`src/rtl/core/pidtc_pkg.sv`:
```
// shared types and constants of the pid temperature controller
`default_nettype none

package pidtc_pkg;

    localparam int GAIN_W     = 16;
    localparam int TEMP_W     = 16;
    localparam int ELAPSED_W  = 16;
    localparam int ERR_W      = TEMP_W + 1;
    localparam int DIFF_W     = ERR_W + 1;
    localparam int DEN_W      = 26;
    localparam int DRIVE_W    = 40;
    localparam int OUT_FRAC   = 16;
    localparam int DERIV_FRAC = 24;
    localparam int CFG_IDX_W  = 2;
    localparam int N_TERMS    = 3;
    localparam int TERM_W     = 2;

    localparam logic [TERM_W-1:0] TERM_P = 2'd0;
    localparam logic [TERM_W-1:0] TERM_I = 2'd1;
    localparam logic [TERM_W-1:0] TERM_D = 2'd2;

    localparam logic [CFG_IDX_W-1:0] REG_GAIN_P = 2'd0;
    localparam logic [CFG_IDX_W-1:0] REG_GAIN_I = 2'd1;
    localparam logic [CFG_IDX_W-1:0] REG_GAIN_D = 2'd2;

    typedef struct packed {
        logic busy;
        logic done;
    } unit_stat_t;

    typedef enum logic [2:0] {
        ST_IDLE,
        ST_INTEG,
        ST_DIV,
        ST_MAC_GO,
        ST_MAC,
        ST_TRUNC,
        ST_OUT
    } state_t;

endpackage

`default_nettype wire

```
`src/rtl/core/pidtc_div.sv`:
```
// radix-2 restoring divider, one quotient bit per cycle
`default_nettype none

module pidtc_div #(
    parameter int NUM_W = 33
) (
    input  logic                      clk,
    input  logic                      rst_n,
    input  logic                      start,
    input  logic [NUM_W-1:0]          num,
    input  logic [pidtc_pkg::DEN_W-1:0] den,
    output pidtc_pkg::unit_stat_t     stat,
    output logic [NUM_W-1:0]          quo
);
    import pidtc_pkg::*;

    localparam int CNT_W = (NUM_W > 1) ? $clog2(NUM_W) : 1;

    logic [NUM_W-1:0] quo_reg, quo_next;
    logic [DEN_W-1:0] rem_reg, rem_next;
    logic [DEN_W-1:0] den_reg, den_next;
    logic [CNT_W-1:0] cnt_reg, cnt_next;
    logic             busy_reg, busy_next;
    logic             done_reg, done_next;
    logic [DEN_W:0]   trial;
    logic [DEN_W:0]   trial_sub;
    logic             fits;

    always_comb
    begin
        trial     = {rem_reg, quo_reg[NUM_W-1]};
        trial_sub = trial - {1'b0, den_reg};
        fits      = (trial >= {1'b0, den_reg});
        quo_next  = quo_reg;
        rem_next  = rem_reg;
        den_next  = den_reg;
        cnt_next  = cnt_reg;
        busy_next = busy_reg;
        done_next = 1'b0;
        if (start)
        begin
            quo_next  = num;
            rem_next  = '0;
            den_next  = den;
            cnt_next  = CNT_W'(NUM_W - 1);
            busy_next = 1'b1;
        end
        else if (busy_reg)
        begin
            quo_next = {quo_reg[NUM_W-2:0], fits};
            rem_next = fits ? trial_sub[DEN_W-1:0] : trial[DEN_W-1:0];
            if (cnt_reg == '0)
            begin
                busy_next = 1'b0;
                done_next = 1'b1;
            end
            else
            begin
                cnt_next = cnt_reg - 1'b1;
            end
        end
    end

    always_ff @(posedge clk or negedge rst_n)
    begin
        if (!rst_n)
        begin
            busy_reg <= 1'b0;
            done_reg <= 1'b0;
            cnt_reg  <= '0;
        end
        else
        begin
            busy_reg <= busy_next;
            done_reg <= done_next;
            cnt_reg  <= cnt_next;
        end
    end

    always_ff @(posedge clk)
    begin
        quo_reg <= quo_next;
        rem_reg <= rem_next;
        den_reg <= den_next;
    end

    assign stat.busy = busy_reg;
    assign stat.done = done_reg;
    assign quo       = quo_reg;

endmodule

`default_nettype wire

```
`src/rtl/core/pidtc_mac.sv`:
```
// shared multiplier and accumulator, one gain term per cycle
`default_nettype none

module pidtc_mac #(
    parameter int MB_W  = 25,
    parameter int ACC_W = 50,
    parameter int SHIFT = 16
) (
    input  logic                                           clk,
    input  logic                                           rst_n,
    input  logic                                           start,
    input  logic [pidtc_pkg::N_TERMS-1:0][pidtc_pkg::GAIN_W-1:0] mul_a,
    input  logic [pidtc_pkg::N_TERMS-1:0][MB_W-1:0]        mul_b,
    output pidtc_pkg::unit_stat_t                          stat,
    output logic signed [ACC_W-1:0]                        acc
);
    import pidtc_pkg::*;

    localparam int PROD_W = GAIN_W + MB_W;

    logic signed [PROD_W-1:0] prod_reg, prod_next;
    logic [TERM_W-1:0]        term_reg, term_next;
    logic signed [ACC_W-1:0]  acc_reg, acc_next;
    logic [TERM_W-1:0]        cnt_reg, cnt_next;
    logic                     busy_reg, busy_next;
    logic                     done_reg, done_next;
    logic [TERM_W-1:0]        sel;
    logic signed [ACC_W-1:0]  term_ext;
    logic signed [ACC_W-1:0]  term_scaled;

    always_comb
    begin
        sel         = (cnt_reg == TERM_W'(N_TERMS)) ? TERM_P : cnt_reg;
        term_ext    = ACC_W'(prod_reg);
        term_scaled = (term_reg == TERM_D) ? term_ext : (term_ext <<< SHIFT);
        prod_next   = prod_reg;
        term_next   = term_reg;
        acc_next    = acc_reg;
        cnt_next    = cnt_reg;
        busy_next   = busy_reg;
        done_next   = 1'b0;
        if (start)
        begin
            acc_next  = '0;
            cnt_next  = '0;
            busy_next = 1'b1;
        end
        else if (busy_reg)
        begin
            if (cnt_reg != TERM_W'(N_TERMS))
            begin
                prod_next = $signed(mul_a[sel]) * $signed(mul_b[sel]);
                term_next = sel;
            end
            if (cnt_reg != '0)
            begin
                acc_next = acc_reg + term_scaled;
            end
            if (cnt_reg == TERM_W'(N_TERMS))
            begin
                busy_next = 1'b0;
                done_next = 1'b1;
            end
            else
            begin
                cnt_next = cnt_reg + 1'b1;
            end
        end
    end

    always_ff @(posedge clk or negedge rst_n)
    begin
        if (!rst_n)
        begin
            busy_reg <= 1'b0;
            done_reg <= 1'b0;
            cnt_reg  <= '0;
        end
        else
        begin
            busy_reg <= busy_next;
            done_reg <= done_next;
            cnt_reg  <= cnt_next;
        end
    end

    always_ff @(posedge clk)
    begin
        prod_reg <= prod_next;
        term_reg <= term_next;
        acc_reg  <= acc_next;
    end

    assign stat.busy = busy_reg;
    assign stat.done = done_reg;
    assign acc       = acc_reg;

endmodule

`default_nettype wire

```
`src/rtl/core/pid_temperature_controller.sv`:
```
// top level of the pid temperature controller: sequencer, state and output register
//
// channel   | dir | fields (low bit first)
// s_*       | in  | setpoint[15:0], measured[31:16], elapsed_ms[47:32]
// m_*       | out | drive[39:0]
// wr_*      | in  | gain_p, gain_i, gain_d by wr_index, no read-back
//
// one transfer runs from accept to the next s_tready through the integral step, the divider
// with its 41 - TEMP_FRAC_BITS quotient steps, then the shared multiplier, truncation and output
// zero elapsed time skips the divider
// s_tready is high only while the sequencer is idle; a held result stalls its end
// reset clears gains, integral and previous error; no clearing pass
`default_nettype none

module pid_temperature_controller #(
    parameter int TEMP_FRAC_BITS = 8
) (
    input  logic                                 clk,
    input  logic                                 rst_n,
    input  logic                                 s_tvalid,
    output logic                                 s_tready,
    input  logic [47:0]                          s_tdata,   // setpoint, measured, elapsed_ms
    output logic                                 m_tvalid,
    input  logic                                 m_tready,
    output logic [39:0]                          m_tdata,   // drive
    input  logic                                 wr_en,
    input  logic [pidtc_pkg::CFG_IDX_W-1:0]      wr_index,
    input  logic [pidtc_pkg::GAIN_W-1:0]         wr_data
);
    import pidtc_pkg::*;

    localparam int F        = TEMP_FRAC_BITS;
    localparam int INT_TOP  = 100 << F;
    localparam int INT_W    = $clog2(INT_TOP + 1);
    localparam int IS_W     = ((INT_W > ERR_W) ? INT_W : ERR_W) + 2;
    localparam int MAG_W    = (ERR_W) + DERIV_FRAC - F;
    localparam int NUM_SH   = DERIV_FRAC - F;
    localparam int DER_W    = 33 - F;
    localparam int MB_A     = (DER_W > INT_W + 1) ? DER_W : INT_W + 1;
    localparam int MB_W     = (MB_A > ERR_W) ? MB_A : ERR_W;
    localparam int TOP_BIT  = ((55 - F) > 47) ? (55 - F) : 47;
    localparam int ACC_W    = TOP_BIT + 3;
    localparam int RES_W    = ACC_W - OUT_FRAC;
    localparam int SAT_W    = (RES_W > DRIVE_W) ? RES_W : DRIVE_W;
    localparam int P_SHIFT  = 32 - 8 - F;

    localparam logic signed [ERR_W-1:0] WIN_HI = ERR_W'(3 << F);
    localparam logic signed [ERR_W-1:0] WIN_LO = -WIN_HI;
    localparam logic signed [IS_W-1:0]  TOP_S  = IS_W'(INT_TOP);
    localparam logic [INT_W-1:0]        TOP_U  = INT_W'(INT_TOP);
    localparam logic signed [SAT_W-1:0] DRV_MAX =
        {{(SAT_W - DRIVE_W + 1){1'b0}}, {(DRIVE_W - 1){1'b1}}};
    localparam logic signed [SAT_W-1:0] DRV_MIN =
        {{(SAT_W - DRIVE_W + 1){1'b1}}, {(DRIVE_W - 1){1'b0}}};

    state_t                     state_reg, state_next;
    logic signed [GAIN_W-1:0]   gain_p_reg, gain_i_reg, gain_d_reg;
    logic [INT_W-1:0]           integ_reg, integ_next;
    logic signed [ERR_W-1:0]    prev_reg, prev_next;
    logic signed [ERR_W-1:0]    err_reg, err_next;
    logic [ELAPSED_W-1:0]       el_reg, el_next;
    logic                       neg_reg, neg_next;
    logic signed [DER_W-1:0]    deriv_reg, deriv_next;
    logic signed [RES_W-1:0]    res_reg, res_next;
    logic [DRIVE_W-1:0]         drive_reg, drive_next;
    logic                       m_valid_reg, m_valid_next;

    logic signed [TEMP_W-1:0]   sp_in, ms_in;
    logic signed [IS_W-1:0]     isum;
    logic                       in_win;
    logic signed [DIFF_W-1:0]   diff;
    logic [DIFF_W-1:0]          diff_abs;
    logic [MAG_W-1:0]           div_num;
    logic [DEN_W-1:0]           el_ext;
    logic [DEN_W-1:0]           div_den;
    logic                       div_start;
    logic                       mac_start;
    unit_stat_t                 div_stat, mac_stat;
    logic [MAG_W-1:0]           div_quo;
    logic signed [DER_W-1:0]    quo_pos;
    logic signed [ACC_W-1:0]    mac_acc;
    logic signed [ACC_W-1:0]    acc_adj;
    logic signed [SAT_W-1:0]    res_ext;
    logic [N_TERMS-1:0][GAIN_W-1:0] mul_a;
    logic [N_TERMS-1:0][MB_W-1:0]   mul_b;

    assign sp_in    = s_tdata[15:0];
    assign ms_in    = s_tdata[31:16];
    assign s_tready = (state_reg == ST_IDLE);
    assign m_tvalid = m_valid_reg;
    assign m_tdata  = drive_reg;

    // gain registers
    always_ff @(posedge clk or negedge rst_n)
    begin
        if (!rst_n)
        begin
            gain_p_reg <= '0;
            gain_i_reg <= '0;
            gain_d_reg <= '0;
        end
        else if (wr_en)
        begin
            case (wr_index)
                REG_GAIN_P: gain_p_reg <= wr_data;
                REG_GAIN_I: gain_i_reg <= wr_data;
                REG_GAIN_D: gain_d_reg <= wr_data;
                default:    ;
            endcase
        end
    end

    always_comb
    begin
        in_win   = (err_reg > WIN_LO) && (err_reg < WIN_HI);
        isum     = IS_W'({1'b0, integ_reg}) + (in_win ? IS_W'(err_reg) : IS_W'(0));
        diff     = DIFF_W'(err_reg) - DIFF_W'(prev_reg);
        diff_abs = diff[DIFF_W-1] ? DIFF_W'(-diff) : DIFF_W'(diff);
        div_num  = MAG_W'(diff_abs[ERR_W-1:0]) << NUM_SH;
        el_ext   = DEN_W'(el_reg);
        // elapsed times 1000
        div_den  = (el_ext << 10) - (el_ext << 4) - (el_ext << 3);
        quo_pos  = {1'b0, div_quo[DER_W-2:0]};
        acc_adj  = mac_acc + (mac_acc[ACC_W-1] ? ACC_W'((1 << OUT_FRAC) - 1) : ACC_W'(0));
        res_ext  = SAT_W'(res_reg);
    end

    // sequencer
    always_comb
    begin
        state_next   = state_reg;
        integ_next   = integ_reg;
        prev_next    = prev_reg;
        err_next     = err_reg;
        el_next      = el_reg;
        neg_next     = neg_reg;
        deriv_next   = deriv_reg;
        res_next     = res_reg;
        drive_next   = drive_reg;
        m_valid_next = m_valid_reg && !m_tready;
        div_start    = 1'b0;
        mac_start    = 1'b0;
        case (state_reg)
            ST_IDLE:
            begin
                if (s_tvalid)
                begin
                    err_next   = ERR_W'(sp_in) - ERR_W'(ms_in);
                    el_next    = s_tdata[47:32];
                    state_next = ST_INTEG;
                end
            end
            ST_INTEG:
            begin
                if (isum < 0)
                begin
                    integ_next = '0;
                end
                else if (isum > TOP_S)
                begin
                    integ_next = TOP_U;
                end
                else
                begin
                    integ_next = isum[INT_W-1:0];
                end
                prev_next = err_reg;
                neg_next  = diff[DIFF_W-1];
                if (el_reg != '0)
                begin
                    div_start  = 1'b1;
                    state_next = ST_DIV;
                end
                else
                begin
                    deriv_next = '0;
                    state_next = ST_MAC_GO;
                end
            end
            ST_DIV:
            begin
                if (div_stat.done)
                begin
                    deriv_next = neg_reg ? -quo_pos : quo_pos;
                    state_next = ST_MAC_GO;
                end
            end
            ST_MAC_GO:
            begin
                mac_start  = 1'b1;
                state_next = ST_MAC;
            end
            ST_MAC:
            begin
                if (mac_stat.done)
                begin
                    state_next = ST_TRUNC;
                end
            end
            ST_TRUNC:
            begin
                // toward zero
                res_next   = acc_adj[ACC_W-1:OUT_FRAC];
                state_next = ST_OUT;
            end
            ST_OUT:
            begin
                if (!m_valid_reg || m_tready)
                begin
                    if (res_ext > DRV_MAX)
                    begin
                        drive_next = DRV_MAX[DRIVE_W-1:0];
                    end
                    else if (res_ext < DRV_MIN)
                    begin
                        drive_next = DRV_MIN[DRIVE_W-1:0];
                    end
                    else
                    begin
                        drive_next = res_ext[DRIVE_W-1:0];
                    end
                    m_valid_next = 1'b1;
                    state_next   = ST_IDLE;
                end
            end
            default:
            begin
                state_next = ST_IDLE;
            end
        endcase
    end

    always_ff @(posedge clk or negedge rst_n)
    begin
        if (!rst_n)
        begin
            state_reg   <= ST_IDLE;
            integ_reg   <= '0;
            prev_reg    <= '0;
            m_valid_reg <= 1'b0;
        end
        else
        begin
            state_reg   <= state_next;
            integ_reg   <= integ_next;
            prev_reg    <= prev_next;
            m_valid_reg <= m_valid_next;
        end
    end

    always_ff @(posedge clk)
    begin
        err_reg   <= err_next;
        el_reg    <= el_next;
        neg_reg   <= neg_next;
        deriv_reg <= deriv_next;
        res_reg   <= res_next;
        drive_reg <= drive_next;
    end

    assign mul_a[TERM_P] = gain_p_reg;
    assign mul_a[TERM_I] = gain_i_reg;
    assign mul_a[TERM_D] = gain_d_reg;
    assign mul_b[TERM_P] = MB_W'(err_reg);
    assign mul_b[TERM_I] = MB_W'({1'b0, integ_reg});
    assign mul_b[TERM_D] = MB_W'(deriv_reg);

    pidtc_div #(
        .NUM_W (MAG_W)
    ) u_div (
        .clk   (clk),
        .rst_n (rst_n),
        .start (div_start),
        .num   (div_num),
        .den   (div_den),
        .stat  (div_stat),
        .quo   (div_quo)
    );

    pidtc_mac #(
        .MB_W  (MB_W),
        .ACC_W (ACC_W),
        .SHIFT (P_SHIFT)
    ) u_mac (
        .clk   (clk),
        .rst_n (rst_n),
        .start (mac_start),
        .mul_a (mul_a),
        .mul_b (mul_b),
        .stat  (mac_stat),
        .acc   (mac_acc)
    );

    a_out_from_seq: assert property (@(posedge clk) disable iff (!rst_n)
        $rose(m_valid_reg) |-> $past(state_reg == ST_OUT))
        else $error("result raised outside the output step");

    a_integ_range: assert property (@(posedge clk) disable iff (!rst_n)
        integ_reg <= TOP_U)
        else $error("integral above its clamp");

    a_div_owned: assert property (@(posedge clk) disable iff (!rst_n)
        div_stat.busy |-> (state_reg == ST_DIV))
        else $error("divider running outside its step");

    a_mac_owned: assert property (@(posedge clk) disable iff (!rst_n)
        mac_stat.busy |-> (state_reg == ST_MAC))
        else $error("multiplier running outside its step");

    a_out_hold: assert property (@(posedge clk) disable iff (!rst_n)
        (state_reg == ST_OUT && m_valid_reg && !m_tready) |=> (state_reg == ST_OUT))
        else $error("new result overwrote a held transfer");

endmodule

`default_nettype wire

```
`config.mk`:
```
export PLATFORM = sky130hd
export DESIGN_NAME = pid_temperature_controller
export DESIGN_NICKNAME = d
export VERILOG_FILES = /design/src/rtl/core/pidtc_pkg.sv /design/src/rtl/core/pidtc_div.sv /design/src/rtl/core/pidtc_mac.sv /design/src/rtl/core/pid_temperature_controller.sv
export SDC_FILE = /design/constraint.sdc
export NUM_CORES = 2
export LEC_CHECK = 0
export ABC_AREA = 0
export BUFFER_PORTS_ARGS = -buffer_cell sky130_fd_sc_hd__clkbuf_2
export CAP_MARGIN = 20
export CORE_MARGIN = 4
export CORE_UTILIZATION = 60
export CTS_CLUSTER_SIZE = 30
export DETAILED_ROUTE_END_ITERATION = 7
export PLACE_DENSITY = 0.77
export SLEW_MARGIN = 20
export SYNTH_ARGS = -nofsm -noshare
export SYNTH_HDL_FRONTEND = slang
export SYNTH_SLANG_ARGS = --single-unit
export TNS_END_PERCENT = 1
```
`constraint.sdc`:
```
create_clock -name clk -period 10.9 [get_ports clk]
set_input_delay 0.545 -clock clk [delete_from_list [all_inputs] [get_ports clk]]
set_output_delay 0.545 -clock clk [all_outputs]
set_load 0.01 [all_outputs]
```
# Yosys cells after proc, flatten, opt, wreduce, memory -nomap -nowiden
# Index checks and enable logic that the tools add are counted.
# op_classes
magnitude_cmp,8
add_sub_neg,12
n_mux,48
n_reduce_logical,24
eq_ne,18
bitwise,1
multipliers,1
# op_table
op,n
2-to-1 mux 25 bit,4
2-to-1 mux 33 bit,2
adder 50 x 17 -> 50 bit,1
adder 50 bit,1
binary-select mux 25 bit (select 2 bit),1
2-to-1 mux 50 bit,1
one-hot mux 25 bit (2 select lines),1
multiplier 16 x 25 -> 41 bit,1
greater-than comparator 34 x 40 -> 1 bit (second input constant),1
less-than comparator 34 x 40 -> 1 bit (second input constant),1
2-to-1 mux 40 bit,1
binary-select mux 16 bit (select 2 bit),1
2-to-1 mux 16 bit,2
2-to-1 mux 15 bit,2
greater-or-equal comparator 27 x 26 -> 1 bit,1
2-to-1 mux 26 bit,1
subtractor 26 x 19 -> 26 bit,1
subtractor 26 x 20 -> 26 bit,1
subtractor 26 bit,1
negation 24 -> 25 bit,1
one-hot mux 3 bit (7 select lines),1
adder 15 x 19 -> 19 bit,1
greater-than comparator 19 x 16 -> 1 bit (second input constant),1
less-than comparator 19 x 1 -> 1 bit (second input constant),1
other kinds (33),82
# word_totals
ff_bits,407

# Depth between registers and ports, before layout
# logic_depth
ltp_word,7
mapped_depth,33
mapped_depth_nobuf,29

# By module
# A second synthesis with hierarchy kept.
# hier_totals
cells_unflattened,4301
hier_area_um2,39720.6
# modules_own_cells
module,instances,seq_area_each_um2,area_each_um2,cells_per_inst
pidtc_mac,1,2392.3,21430.6,2569
pid_temperature_controller,1,5945.7,12961.2,1229
pidtc_div,1,2492.4,5328.9,503

# Worst setup path after synthesis
# OpenSTA, ideal clock, no wires.
# synth_timing
path_kind,reg2reg
startpoint,reg u_mac.cnt_reg[0]
endpoint,reg u_mac.prod_reg[37] (data pin)
path_stages_with_launch,28
path_slack_ns,2.725
period_less_slack_ns,8.175
t_arrival_ns,7.980
cell_sequence,dfrtp_1 > inv_1 > ha_1 > buf_1 > clkbuf_1 > nor2b_1 > nand2_1 > o21ai_0 > clkbuf_1 > nand2_1 > fa_1 > inv_1 > fa_1 > fa_1 > fa_1 > fa_1 > inv_1 > fa_1 > inv_1 > ha_1 > or2_2 > a21oi_1 > nor2_1 > a311oi_1 > o31ai_1 > a31o_2 > a311o_1 > o311ai_0
# synth_via
elab_chain_len,5
# synth_rtl
item,line,rtl
from (decl),pidtc_mac.sv:24,"logic [TERM_W-1:0] cnt_reg, cnt_next;"
from (signal assigned),pidtc_mac.sv:83,cnt_reg <= cnt_next;
equality test 2 bit *,pidtc_mac.sv:33,sel = (cnt_reg == TERM_W'(N_TERMS)) ? TERM_P : cnt_reg;
2-to-1 mux 2 bit *,pidtc_mac.sv:33,
named net u_mac.sel[1],pidtc_mac.sv:27,logic [TERM_W-1:0] sel;
binary-select mux 16 bit (select 2 bit) / binary-select mux 25 bit (select 2 bit) (equally long branches),pidtc_mac.sv:52,prod_next = $signed(mul_a[sel]) * $signed(mul_b[sel]);
2-to-1 mux 16 bit (not written as such) / 2-to-1 mux 25 bit (equally long branches),pidtc_mac.sv:52,
multiplier 16 x 25 -> 41 bit *,pidtc_mac.sv:52,
to (signal assigned),pidtc_mac.sv:89,prod_reg <= prod_next;
to (decl),pidtc_mac.sv:21,"logic signed [PROD_W-1:0] prod_reg, prod_next;"
# Mark *: on every way through the listed nets, which the timed path passes. The rest lies on a longest branch. The select of a mux whose other input is x is not followed.
# A chain may end at the register's enable or synchronous reset.

# Worst setup path after layout
# Same ends and word-level chain as after synthesis.

==> summary.md <==
| Metric | Value |
|---|---|
| WL/cell | about 19 µm |
| Antenna diodes | 0 |
| CTS Buf Count | 45 |
| Final setup vio count | 0 |
| Synth Cell Area | 0.0388 mm² |
| Most area-consuming cells after synthesis | fa_1, edfxtp_1, ha_1 |
| Met1 WL | 38300 µm |
| Clock sink total | about 400 |
| DR iter-0 viols | around 2200 |
| Unique masters post-synth | 89 |
| Layout cells sized above 1 | 0.0772 |
| Top-Level Pins | roughly 110 |
| CTS root buffer | clkbuf_16 |
| Initial antenna violation count | 0 |
| Cell taking the most area after synthesis | fa_1 |
| Number of max-cap violations | 0 |
| Setup WS pre-CTS | around 1800 ps |
| Fin crit period | between 9000 and 10000 ps |
| Worst Max-Slew Pin Slew | approximately 1100 ps |
| Cell breakdown of the critical path | inv_1, ha_2, mux2i_1, nor2_1, a21o_1, clkinv_1, nor2_1, fa_1, fa_1, fa_1, fa_1, fa_1, inv_1, fa_1, inv_1, ha_1, or2_2, a21oi_1, nor2_1, a311oi_1, o31ai_1, a31o_2, a311o_1, o311ai_0 |
| Tot GR Track Use | 0.281 |
| Worst setup margin | between 1500 and 2000 ps |
| FF+latch count, synth | between 300 and 400 |
| DRC viols | 0 |
| Slowest stage delay, CP | around 780 ps |
| CP max-delay cell | ha_2 |
| Later-pin clock latency in the skew report | 600 ps |
| Post-route ant nets | 0 |
| Post_cts resized | 0 |
| CTS tree | done |
| Die Span X | between 200 and 300 µm |
| Post-layout util | 0.649 |
| Max FO, Critical Path | 38 |
| Setup TNS | 0 ps |
| Met2 wire length | ~46000 µm |
| Status | finished, final reports clean |
| Primary FF master, synth | edfxtp_1 |
| Inst Count DP | 5086 |
| First-pass GRT wire length | between 150000 and 200000 µm |
| Buffers on Ports | 112 |
| Die Footprint | ~0.07 mm² |
| Area growth syn-to-layout | 7.40% |
| EDFF count, synth | 211 |
| Post-route insts no fill | around 5200 |
| Crit end category | flop |
| Pin count of the biggest net entering global routing | 76 |
| Core Rows | slightly above 90 |
| Synth Warn # | 0 |
| Post-synthesis async set-or-reset flop share | 0.241 |
| Met3 wire length | roughly 6800 µm |
| RSZ-0062 raised after global routing | false |
| Syn_area_per_cell | between 9 and 10 µm² |
| Gpl congestion | a little over 1 |
| Syn Nets | 5009 |
| Hold Crit Class | primary input to flop |
| Hpwl dp | around 77000 µm |
| Vias in the first global route | about 30000 |
| DR vias | approximately 30000 |
| Crit path DAT | between 9000 and 10000 ps |
| Fin. max-slew vios | 0 |
| Die Ht | approximately 260 µm |
| Core box area | roughly 0.064 mm² |
| Top cell by count, worst path | fa_1 |
| Max reg flops | 50 |
| Starting density of the core | 0.605 |
| Crit Path Category | flop to flop |
| Fmax | approximately 0.11 GHz |
| Setup Buffers After CTS | 0 |
| Slew headroom | 0.254 |
| Clk slew on worst S/H paths | 60 ps |
| First-pass DRT Iterations | 8 |
| Vias per inst | 5.80 |
| CP top delay family | adder cells |
| Fillers | between 5000 and 6000 |
| Final WL | between 90000 and 100000 µm |
| Top cell types by occurrence after synthesis | inv_1, nand2_1, fa_1 |
| H-Tree Level Count | 2 |
| Buf/Inv on CP | 4 |
| Fin crit share | 0.844 |
| Top Metal Used | met4 |
| Nets@finish | roughly 5000 |
| Most frequent cell after synthesis | inv_1 |
| Register area share after synthesis | 0.272 |
| Clock skew | around 35 ps |
| Clk buf depth | 3 |
| Yosys top cell area share | 0.207 |
| Post-Synthesis Cells | 4260 |
| Setup crit start kind | flop |
| GRT overflow | 0 |
| Critical Path RT | between 10000 and 15000 ps |
| Fin. Hold Viols | 0 |
==> layout make-up <==
type                            count  area (µm²)  share of cell area
Clock inverter                     27         287             0.00687
Inverter                          608        2280              0.0547
Clock buffer                       57        1260              0.0301
Multi-Input combinational cell   3071       25400               0.608
Timing Repair Buffer              154         885              0.0212
Sequential cell                   399       10600               0.254
Tap cell                          855        1070              0.0256
==> kinds of logic (layout without fill, tap and decap cells) <==
logic type                 Yosys count  after routing  synth area share
muxes                              125            125            0.0339
and+or+nand+nor                   1323           1323             0.152
AOI/OAI and AO/OA                  736            736             0.121
adders and majority gates          678            678             0.296
DFF                                399            399             0.272
xor gates and xnor gates           209            209            0.0471
buffers and inverters              790            846            0.0770
==> cells in the final DEF (no fill, tap or decap), types with 81 or more instances in the layout <==
cell / instances
nand3_1: 81
clkbuf_2: 111
xnor2_1: 133
a21o_1: 98
dfxtp_1: 92
fa_1: 401
a21oi_1: 213
ha_1: 276
dfrtp_1: 95
o21ai_0: 167
nor2_1: 380
edfxtp_1: 211
nand2_1: 537
inv_1: 605
==> stage by stage <==
step	hold slack (ps)	cell area [µm²]
6_report	118	41700
4_1_cts	89.9	41700
3_3_place_gp	402	40100
3_5_place_dp	406	40100
5_1_grt	102	41700
2_1_floorplan	249	38800
==> metal layers <==
metal / track usage / vias to the layer above
li1: - / 14100
met1: 0.353 / 14500
met2: 0.469 / 1101
met3: 0.0461 / 323
met4: 0.152 / 0
met5: 0 / -
==> path summary, 6_finish.rpt <==
kind                                                    from                           end  slack (ps)  cells past startpoint
worst max-delay path            u_mac.cnt_reg[0]$_DFFE_PN0P_  u_mac.prod_reg[37]$_DFFE_PP_        1700                     24
worst min-delay path                             s_tdata[46]          el_reg[14]$_DFFE_PP_         120                      1
worst max register to register  u_mac.cnt_reg[0]$_DFFE_PN0P_  u_mac.prod_reg[37]$_DFFE_PP_        1700                     24
worst min register to register          res_reg[1]$_DFFE_PN_      m_tdata[1]$_SDFFCE_PN1P_         420                      0
max in group asynchronous                              rst_n      u_div.busy_reg$_DFF_PN0_        9180                      3
min in group asynchronous                              rst_n      integ_reg[9]$_DFFE_PN0P_         380                      2
==> repair_timing <==
item                                    CTS  global route
hold buffers                              1             0
hold endpoints to repair                 21             0
endpoints found under the setup margin    0             0
Power is left out: the tool's default activity adds up to more than one toggle a clock period on the data nets, which glitch-free logic cannot reach.
